[src/hw/rtl/bps_pkg.sv]
// Shared types, operation codes and constants of the beep pattern sequencer.
`timescale 1ns / 1ps
`default_nettype none

package bps_pkg;

    localparam int CFG_IDX_W  = 8;
    localparam int CFG_DATA_W = 16;

    localparam logic [1:0] OP_TICK  = 2'd0;
    localparam logic [1:0] OP_BEEP  = 2'd1;
    localparam logic [1:0] OP_START = 2'd2;
    localparam logic [1:0] OP_STOP  = 2'd3;

    localparam logic [CFG_IDX_W-1:0] CFG_TONE_FREQ    = 8'd0;
    localparam logic [CFG_IDX_W-1:0] CFG_ON_TIME      = 8'd1;
    localparam logic [CFG_IDX_W-1:0] CFG_OFF_TIME     = 8'd2;
    localparam logic [CFG_IDX_W-1:0] CFG_REPEAT_COUNT = 8'd3;

    localparam logic [15:0] DEFAULT_BEEP_HZ       = 16'd1000;
    localparam logic [15:0] DEFAULT_BEEP_MS       = 16'd200;
    localparam logic [15:0] RESET_PATTERN_HZ      = 16'd2000;
    localparam logic [15:0] RESET_PATTERN_ON      = 16'd200;
    localparam logic [15:0] RESET_PATTERN_OFF     = 16'd200;
    localparam logic [7:0]  RESET_PATTERN_REPEATS = 8'd5;

    typedef struct packed {
        logic [15:0] tone_freq;
        logic [15:0] on_time;
        logic [15:0] off_time;
        logic [7:0]  repeat_count;
    } bps_cfg_t;

    typedef struct packed {
        logic        tone_active;
        logic [15:0] tone_hz;
        logic        tone_from_pattern;
        logic [15:0] tone_time_left;
        logic        sequence_running;
        logic        in_on_phase;
        logic [15:0] off_phase_elapsed;
        logic [7:0]  repeats_done;
    } bps_state_t;

    typedef struct packed {
        logic        tone_enable;
        logic [15:0] tone_frequency;
        logic        pattern_busy;
    } bps_result_t;

endpackage

`default_nettype wire

[src/hw/rtl/bps_step.sv]
// Next-state logic of the sequencer for one operation.
`timescale 1ns / 1ps
`default_nettype none

module bps_step
    import bps_pkg::*;
(
    input  wire bps_state_t  state_cur,
    input  wire bps_cfg_t    cfg,
    input  wire logic [1:0]  op,
    input  wire logic [15:0] beep_freq,
    input  wire logic [15:0] beep_length,
    output bps_state_t       state_nxt
);

    function automatic bps_state_t start_tone(bps_state_t st, logic [15:0] hz,
                                               logic [15:0] ms, logic from_pattern);
        bps_state_t r;
        r                   = st;
        r.tone_active       = 1'b1;
        r.tone_hz           = (hz == 16'd0) ? DEFAULT_BEEP_HZ : hz;
        r.tone_time_left    = (ms == 16'd0) ? DEFAULT_BEEP_MS : ms;
        r.tone_from_pattern = from_pattern;
        return r;
    endfunction

    function automatic bps_state_t count_down(bps_state_t st);
        bps_state_t r;
        r = st;
        if (st.tone_active)
        begin
            if (st.tone_time_left <= 16'd1)
            begin
                r.tone_time_left = 16'd0;
                r.tone_active    = 1'b0;
            end
            else
            begin
                r.tone_time_left = st.tone_time_left - 16'd1;
            end
        end
        return r;
    endfunction

    always_comb
    begin
        bps_state_t  s;
        logic [15:0] elapsed_inc;
        logic [7:0]  repeats_inc;
        s           = state_cur;
        elapsed_inc = '0;
        repeats_inc = '0;
        unique case (op)
            OP_TICK:
            begin
                if (!s.sequence_running)
                begin
                    // a leftover pattern tone holds until stopped
                    if (!s.tone_from_pattern)
                    begin
                        s = count_down(s);
                    end
                end
                else
                begin
                    s = count_down(s);
                    if (s.in_on_phase)
                    begin
                        if (!s.tone_active)
                        begin
                            s.in_on_phase       = 1'b0;
                            s.off_phase_elapsed = 16'd0;
                        end
                    end
                    else
                    begin
                        elapsed_inc = (s.off_phase_elapsed == 16'hFFFF) ?
                                      s.off_phase_elapsed : s.off_phase_elapsed + 16'd1;
                        s.off_phase_elapsed = elapsed_inc;
                        if (elapsed_inc >= cfg.off_time)
                        begin
                            repeats_inc = (s.repeats_done == 8'hFF) ?
                                          s.repeats_done : s.repeats_done + 8'd1;
                            s.repeats_done = repeats_inc;
                            if (repeats_inc >= cfg.repeat_count)
                            begin
                                s.sequence_running = 1'b0;
                            end
                            else
                            begin
                                s.in_on_phase       = 1'b1;
                                s.off_phase_elapsed = 16'd0;
                                s = start_tone(s, cfg.tone_freq, cfg.on_time, 1'b1);
                            end
                        end
                    end
                end
            end
            OP_BEEP:
            begin
                s = start_tone(s, beep_freq, beep_length, 1'b0);
            end
            OP_START:
            begin
                s.sequence_running  = 1'b1;
                s.repeats_done      = 8'd0;
                s.in_on_phase       = 1'b1;
                s.off_phase_elapsed = 16'd0;
                s = start_tone(s, cfg.tone_freq, cfg.on_time, 1'b1);
            end
            OP_STOP:
            begin
                s.tone_active = 1'b0;
            end
            default:
            begin
                s = state_cur;
            end
        endcase
        state_nxt = s;
    end

endmodule

`default_nettype wire

[src/hw/rtl/beep_pattern_sequencer_unit.sv]
// Top level of the beep pattern sequencer: config registers, state and result buffer.
// Usage:
//   Input channel (in_valid / in_stall) carries one operation per transfer:
//   tick of one millisecond, single beep (beep_freq, beep_length), start the
//   alarm pattern, or stop the tone. Every transfer yields exactly one result
//   on the output channel (out_valid / out_stall): tone_enable,
//   tone_frequency and pattern_busy as they stand after that operation.
//   The result of an operation is registered in the output register, or in
//   the skid register while the receiver stalls.
//   One operation is taken per cycle while in_stall is low; the state update is a single
//   counter/compare pass between the state register and the result register.
//   When the receiver stalls, the output register holds its result and a
//   skid register takes one more; in_stall rises only while the skid is full.
//   Reset clears the sequencer state and both buffers, and loads the pattern
//   registers with 2000 Hz, 200 ms on, 200 ms off, 5 repeats.
//   Write the pattern registers through cfg_we / cfg_index / cfg_wdata only
//   while no result is outstanding; unknown indexes are dropped.
`timescale 1ns / 1ps
`default_nettype none

module beep_pattern_sequencer_unit
    import bps_pkg::*;
(
    input  wire logic                  clk,
    input  wire logic                  rst_n,
    input  wire logic                  cfg_we,
    input  wire logic [CFG_IDX_W-1:0]  cfg_index,
    input  wire logic [CFG_DATA_W-1:0] cfg_wdata,
    input  wire logic                  in_valid,
    output logic                       in_stall,
    input  wire logic [1:0]            op,
    input  wire logic [15:0]           beep_freq,
    input  wire logic [15:0]           beep_length,
    output logic                       out_valid,
    input  wire logic                  out_stall,
    output logic                       tone_enable,
    output logic [15:0]                tone_frequency,
    output logic                       pattern_busy
);

    bps_cfg_t    cfg_reg;
    bps_state_t  state_reg;
    bps_state_t  state_next;
    bps_result_t result_next;
    bps_result_t out_data_reg;
    bps_result_t skid_data_reg;
    logic        out_valid_reg;
    logic        skid_valid_reg;
    logic        in_xfer;
    logic        out_free;

    assign in_stall = skid_valid_reg;
    assign in_xfer  = in_valid && !skid_valid_reg;
    assign out_free = !out_valid_reg || !out_stall;

    always_ff @(posedge clk or negedge rst_n)
    begin
        if (!rst_n)
        begin
            cfg_reg.tone_freq    <= RESET_PATTERN_HZ;
            cfg_reg.on_time      <= RESET_PATTERN_ON;
            cfg_reg.off_time     <= RESET_PATTERN_OFF;
            cfg_reg.repeat_count <= RESET_PATTERN_REPEATS;
        end
        else if (cfg_we)
        begin
            case (cfg_index)
                CFG_TONE_FREQ:    cfg_reg.tone_freq    <= cfg_wdata;
                CFG_ON_TIME:      cfg_reg.on_time      <= cfg_wdata;
                CFG_OFF_TIME:     cfg_reg.off_time     <= cfg_wdata;
                CFG_REPEAT_COUNT: cfg_reg.repeat_count <= cfg_wdata[7:0];
                default:          cfg_reg              <= cfg_reg;
            endcase
        end
    end

    bps_step u_step (
        .state_cur   (state_reg),
        .cfg         (cfg_reg),
        .op          (op),
        .beep_freq   (beep_freq),
        .beep_length (beep_length),
        .state_nxt   (state_next)
    );

    assign result_next.tone_enable    = state_next.tone_active;
    assign result_next.tone_frequency = state_next.tone_hz;
    assign result_next.pattern_busy   = state_next.sequence_running;

    always_ff @(posedge clk or negedge rst_n)
    begin
        if (!rst_n)
        begin
            state_reg      <= '0;
            out_valid_reg  <= 1'b0;
            skid_valid_reg <= 1'b0;
        end
        else
        begin
            if (in_xfer)
            begin
                state_reg <= state_next;
            end
            if (out_free)
            begin
                out_valid_reg  <= skid_valid_reg || in_xfer;
                skid_valid_reg <= 1'b0;
            end
            else if (in_xfer)
            begin
                skid_valid_reg <= 1'b1;
            end
        end
    end

    // payload only; older skid entry drains ahead of a new transfer
    always_ff @(posedge clk)
    begin
        if (out_free)
        begin
            if (skid_valid_reg)
            begin
                out_data_reg <= skid_data_reg;
            end
            else if (in_xfer)
            begin
                out_data_reg <= result_next;
            end
        end
        else if (in_xfer)
        begin
            skid_data_reg <= result_next;
        end
    end

    assign out_valid      = out_valid_reg;
    assign tone_enable    = out_data_reg.tone_enable;
    assign tone_frequency = out_data_reg.tone_frequency;
    assign pattern_busy   = out_data_reg.pattern_busy;

    a_skid_behind_out: assert property (@(posedge clk) disable iff (!rst_n)
        skid_valid_reg |-> out_valid_reg)
        else $error("skid entry held while output register empty");

    a_on_phase_running: assert property (@(posedge clk) disable iff (!rst_n)
        state_reg.in_on_phase |-> state_reg.sequence_running)
        else $error("on phase flagged with no pattern running");

    a_tone_has_time: assert property (@(posedge clk) disable iff (!rst_n)
        state_reg.tone_active |-> (state_reg.tone_time_left != 16'd0))
        else $error("active tone with no time left");

    a_stop_silences: assert property (@(posedge clk) disable iff (!rst_n)
        (in_xfer && (op == OP_STOP)) |=> !state_reg.tone_active)
        else $error("tone still active after stop");

endmodule

`default_nettype wire
[config.mk]
export PLATFORM = sky130hd
export DESIGN_NAME = beep_pattern_sequencer_unit
export DESIGN_NICKNAME = d
export VERILOG_FILES = /design/src/hw/rtl/bps_pkg.sv /design/src/hw/rtl/bps_step.sv /design/src/hw/rtl/beep_pattern_sequencer_unit.sv
export SDC_FILE = /design/constraint.sdc
export NUM_CORES = 1
export LEC_CHECK = 0
export BUFFER_PORTS_ARGS = -buffer_cell sky130_fd_sc_hd__buf_2
export CORE_MARGIN = 2
export CORE_UTILIZATION = 30
export DETAILED_ROUTE_END_ITERATION = 16
export SKIP_LAST_GASP = 1
export SYNTH_ARGS = -nofsm -noshare
export SYNTH_HDL_FRONTEND = slang
export SYNTH_SLANG_ARGS = --single-unit
export TNS_END_PERCENT = 1
[constraint.sdc]
create_clock -name clk -period 4.45 [get_ports clk]
set_clock_uncertainty 0.2 [all_clocks]
set_input_delay 0.6675 -clock clk [delete_from_list [all_inputs] [get_ports clk]]
set_output_delay 0.6675 -clock clk [all_outputs]
set_load 0.02 [all_outputs]
**After elaboration in Yosys (flattened, before gate mapping)**

Cells that the tools add are included.

- Order comparisons: 3
- Muxes and demuxes: 28
- Equality and inequality tests: 16
- Reductions and logical operators: 28
- Add/sub/neg operators: 3
- Bitwise logic cells: 2

Operator list:

| cell | count |
|---|---|
| 60-bit 2-to-1 mux | 3 |
| 59-bit case mux with 3 select lines | 1 |
| 16-bit 2-to-1 mux | 7 |
| 16-bit zero test | 4 |
| 18-bit 2-to-1 mux | 2 |
| 35-bit 2-to-1 mux | 1 |
| 17-bit 2-to-1 mux | 2 |
| 34-bit 2-to-1 mux | 1 |
| 25-bit 2-to-1 mux | 1 |
| 16-bit by 1-bit adder with 16-bit output, second input constant | 1 |
| 16-bit == test, second input constant | 1 |
| 8-bit by 2-bit == test with 1-bit output, second input constant | 2 |
| 16-bit >= comparator | 1 |
| 16-bit by 1-bit <= comparator with 1-bit output, second input constant | 1 |
| 8-bit 2-to-1 mux | 2 |
| 16-bit by 1-bit subtractor with 16-bit output, second input constant | 1 |
| 3-bit inequality test, second input constant | 4 |
| 2-bit AND reduction | 6 |
| 5-bit AND reduction | 2 |
| 8-bit by 1-bit adder with 8-bit output, second input constant | 1 |
| 8-bit by 1-bit == test with 1-bit output, second input constant | 1 |
| 8-bit == test, second input constant | 1 |
| 8-bit >= comparator | 1 |
| 8-bit zero test | 1 |
| other kinds (18) | 32 |

- Flip-flop bits (word level): 154
- Word-level logic and storage cells: 100
- Input bits: 63

**Depth between registers and ports, before layout**

- Word-level depth: 12
- Gate-level depth with buffers: 19
- Gate-level depth less buffers: 15

**Modules after synthesis**

From an unflattened synthesis, not the netlist that was laid out.

- Cell total of the unflattened synthesis: 923
- Area total of the unflattened synthesis: 9683.0 um2

By module, submodules not included:

| module | seq. area each (um2) | instances | area an instance (um2) | cells an instance |
|---|---|---|---|---|
| beep_pattern_sequencer_unit | 4051.4 | 1 | 5778.0 | 317 |
| bps_step | 0.0 | 1 | 3905.0 | 606 |

**Worst setup path before layout**

No wires, ideal clock.

- Path kind: register to register
- From: register state_reg[11] (netlist bit)
- To: register out_data_reg, in the netlist tone_frequency[3] (data pin)
- Setup slack: -55 ps
- Cell stages (with the launch flop): 18
- Library setup time: 260 ps
- Period minus slack after synthesis: 4505 ps
- Data arrival time: 4045 ps
- Cells stage by stage: dfrtp_1 -> clkbuf_1 -> and4_1 -> and4_1 -> and3_1 -> clkbuf_1 -> nor2_1 -> nand4_1 -> xnor2_1 -> ha_1 -> nand4_1 -> a211oi_1 -> a32oi_2 -> a211o_1 -> buf_6 -> o31a_1 -> o32a_1 -> mux2_2

RTL lines:

| item | line | source |
|---|---|---|
| from (decl) | beep_pattern_sequencer_unit.sv:42 | `bps_state_t state_reg;` |
| from (signal assigned) | beep_pattern_sequencer_unit.sv:102 | `state_reg <= state_next;` |
| to (signal assigned) | beep_pattern_sequencer_unit.sv:123 | `out_data_reg <= skid_data_reg;` |
| to (signal assigned) | beep_pattern_sequencer_unit.sv:127 | `out_data_reg <= result_next;` |
| to (decl) | beep_pattern_sequencer_unit.sv:45 | `bps_result_t out_data_reg;` |

==> summary.md <==
| Metric | Value |
|---|---|
| Total Wirelength | 23.4 mm |
| Max stage delay on crit path | 0.48 ns |
| Worst setup SP type | flip-flop |
| Ports | 83 |
| Via count | 7,160 |
| Die area | 30,100 um^2 |
| Total setup buffers inserted after CTS | 0 |
| Vias in the first global route | 6,865 |
| First-pass GRT wire length | 37.5 mm |
| Count of final hold-check violations | 0 |
| Synth area leader | dfrtp_1 |
| R2R depth | 15 |
| CTS tree | built |
| Register area share after synthesis | 47.0% |
| Number of CTS-inserted buffers | 17 |
| Ys flop type | dfrtp_1 |
| Root buffer cell | clkbuf_16 |
| Syn Std Cell Area | 8620 um^2 |
| DP HPWL | 17.0 mm |
| Crit Path Max Fanout | 10 |
| Share of layout cells above drive strength 1 | 25.3% |
| Post-layout util | 36.1% |
| Vias per Instance | 5.34 |
| Syn_area_per_cell | 10.2 um^2 |
| CTS sink count | 154 |
| Synth Net Count | 941 |
| Worst min-delay path class | input port to flip-flop |
| Max_cap viols | 0 |
| Final worst setup slack | -0.00758 ns |
| Most frequent CP cell | and4_1 |
| Outcome | finished, violations left |
| Number of synthesized flops with an enable pin | 36 |
| Synth area leaders | dfrtp_1, edfxtp_1, mux2_2, ha_1, dfstp_2 |
| Pre-antenna DRT Iters | 8 |
| Critical Path End Type | flip-flop |
| Failing checks | negative setup slack |
| Clock latency on the worst-skew pair | 0.44 ns |
| Crit-path cells | and4_1 > and4_1 > and3_1 > nor2_1 > buf_4 > nand4_1 > xnor2_1 > ha_1 > nand2_1 > o21ai_0 > a32oi_2 > a211o_1 > o31a_1 > o32a_1 > mux2_2 |
| Setup-failing EPs final | 2 |
| Mux contribution to synthesized area | 9.34% |
| RSZ-0062 raised after global routing | yes |
| Synth cell types | 60 |
| Clock buffer depth | 2 |
| Nets@finish | 1,042 |
| Die height | 173 um |
| Antenna viol nets, final | 0 |
| Buffers and inverters on the worst path | 1 |
| Cell Pwr Density | 383 nW/um^2 |
| Die width | 173 um |
| Ant diodes | 0 |
| H-tree depth | 4 |
| Count leader, synth | dfrtp_1 |
| Leak | 4.52 nW |
| Max Transition Viols Final | 0 |
| WL per Instance | 17.4 um |
| WP depth | 15 |
| Arrival @ worst endpoint | 4.44 ns |
| Family with the most delay on the worst path | compound AO/OA/AOI/OAI gates |
| Placed cell count | 1,309 |
| Compound-Gate Fraction of Synth Area | 19.3% |
| Synthesized flop and latch total | 154 |
| Post-synth top area share | 30.2% |
| Post-synthesis cell count | 844 |
| Slew Limit Headroom | 33.6% |
| Measured slew at the worst slew-check pin | 0.993 ns |
| Clock slew at reported path FFs | 0.08 ns |
| Critical path type | flip-flop to flip-flop |
| CP max-delay cell | a211o_1 |
| Initial antenna violation count | 0 |
| Period utilisation layout | 100% |
| Residual DRC count | 0 |
| Hold path depth | 3 |
| Max Clk Rate | 224 MHz |
| Total gr overflow | 0 |
| Post-synthesis async set-or-reset flop share | 76.6% |
| Most frequent cells after synthesis | dfrtp_1, nand2_1, mux2_2, a21oi_1, o21ai_0 |
| Core Footprint | 28,500 um^2 |
| IO buf count | 82 |
| Post-Synth Simple-Gate Area | 13.8% |
| Post-Synth Adder-Cell Area | 4.94% |
| Area growth, synth to finish | 19.3% |
| Largest net degree at the start of global routing | 88 |
| Largest family of logic cells by synthesized area | compound AO/OA/AOI/OAI gates |
| Initial Util | 30.3% |
| Non-filler cells, final | 1,342 |
| Yosys warns | 0 |
| GR Util All Layers | 15.8% |
| RD Place Congestion | 0.845 |
| Peak supply drop | 184 uV |
| First DRT Iteration DRCs | 588 |
| Row Count | 62 |
| Synth Area in XOR/XNOR | 1.63% |
| Req. time, crit path | 4.43 ns |
| Max FFs per register | 60 |
| Fin crit period | 4.46 ns |
[layout by cell type, fill, tap and decap left out, drive strengths merged, types with 11 or more instances in the layout]
master	Yosys	final
buf	7	118
dfrtp	104	104
nand2	69	69
mux2	67	67
a21oi	65	65
inv	53	62
o21ai	58	58
nor2	41	41
edfxtp	36	36
ha	34	34
nor4	22	22
nand3	21	21
clkbuf	30	17
a221oi	14	14
dfstp	14	14
a22o	13	13
xnor2	12	12
nand2b	12	12
a31oi	11	11
[path summary, 6_finish.rpt]
path | startpoint | endpoint | slack [ns]
setup / recovery | state_reg[14] | tone_frequency[9] | -0.008
hold / removal | out_stall | out_valid | 0.28
setup reg to reg | state_reg[14] | tone_frequency[9] | -0.008
hold reg to reg | state_reg[44] | state_reg[44] | 0.29
max in group asynchronous | rst_n | cfg_reg[48] | 2.68
min in group asynchronous | rst_n | state_reg[41] | 0.51
[worst min-delay path, stage by stage]
cell	delay, ns
buf_2	0.08
nand2_1	0.08
nand2_1	0.06
[cells by family (layout without fill, tap and decap cells)]
kind of cell	count (synthesis)	count (layout)
muxes	72	72
xor gates and xnor gates	16	16
buffers and inverters	90	204
adders and majority gates	34	34
DFF	154	154
and+or+nand+nor	232	232
AOI/OAI and AO/OA	246	246
[per-layer routing]
metal | global-route usage [%] | up-vias | share of wire (%)
met3 | 2.92 | 22 | 5.4
li1 | - | 3376 | -
met5 | 0 | - | 0
met1 | 22.9 | 3546 | 49
met2 | 24.2 | 216 | 45
met4 | 3.81 | 0 | 1.3
[area by class of cell]
cell class / instances / area (um^2)
fill: 2875 / 18200
multi-input combinational: 600 / 4230
sequential: 154 / 4050
timing repair buffer: 119 / 718
tap: 384 / 480
clock buffer: 17 / 425
inverter: 53 / 199
clock inverter: 15 / 174
[through the flow]
stage	worst slack, ns	hold slack [ns]	total power [mW]	TNS (ns)	area [um^2]
final	-0.00758	0.282	3.93	-0.00761	10300
after global routing	-0.213	0.305	4.13	-2.60	10300
after CTS	0.000678	0.274	3.95	0	10300
after detailed placement	0.0305	0.274	2.48	0	9660
after global placement	0.0810	0.272	2.47	0	9660
after floorplan	0.0192	0.172	2.20	0	8620
[repair_timing]
item                                   in CTS  in global routing
endpoints found under the hold margin      31                  0
gates resized for setup                     0                  1
hold buffers                                1                  0
setup endpoints to repair                   0                 35
[power breakdown]
part	internal [mW]	total, mW	switching (mW)
Combinational	0.317	0.749	0.432
Sequential	1.60	1.71	0.110
Clock	0.760	1.48	0.715
Power figures use the tool's default switching activity.
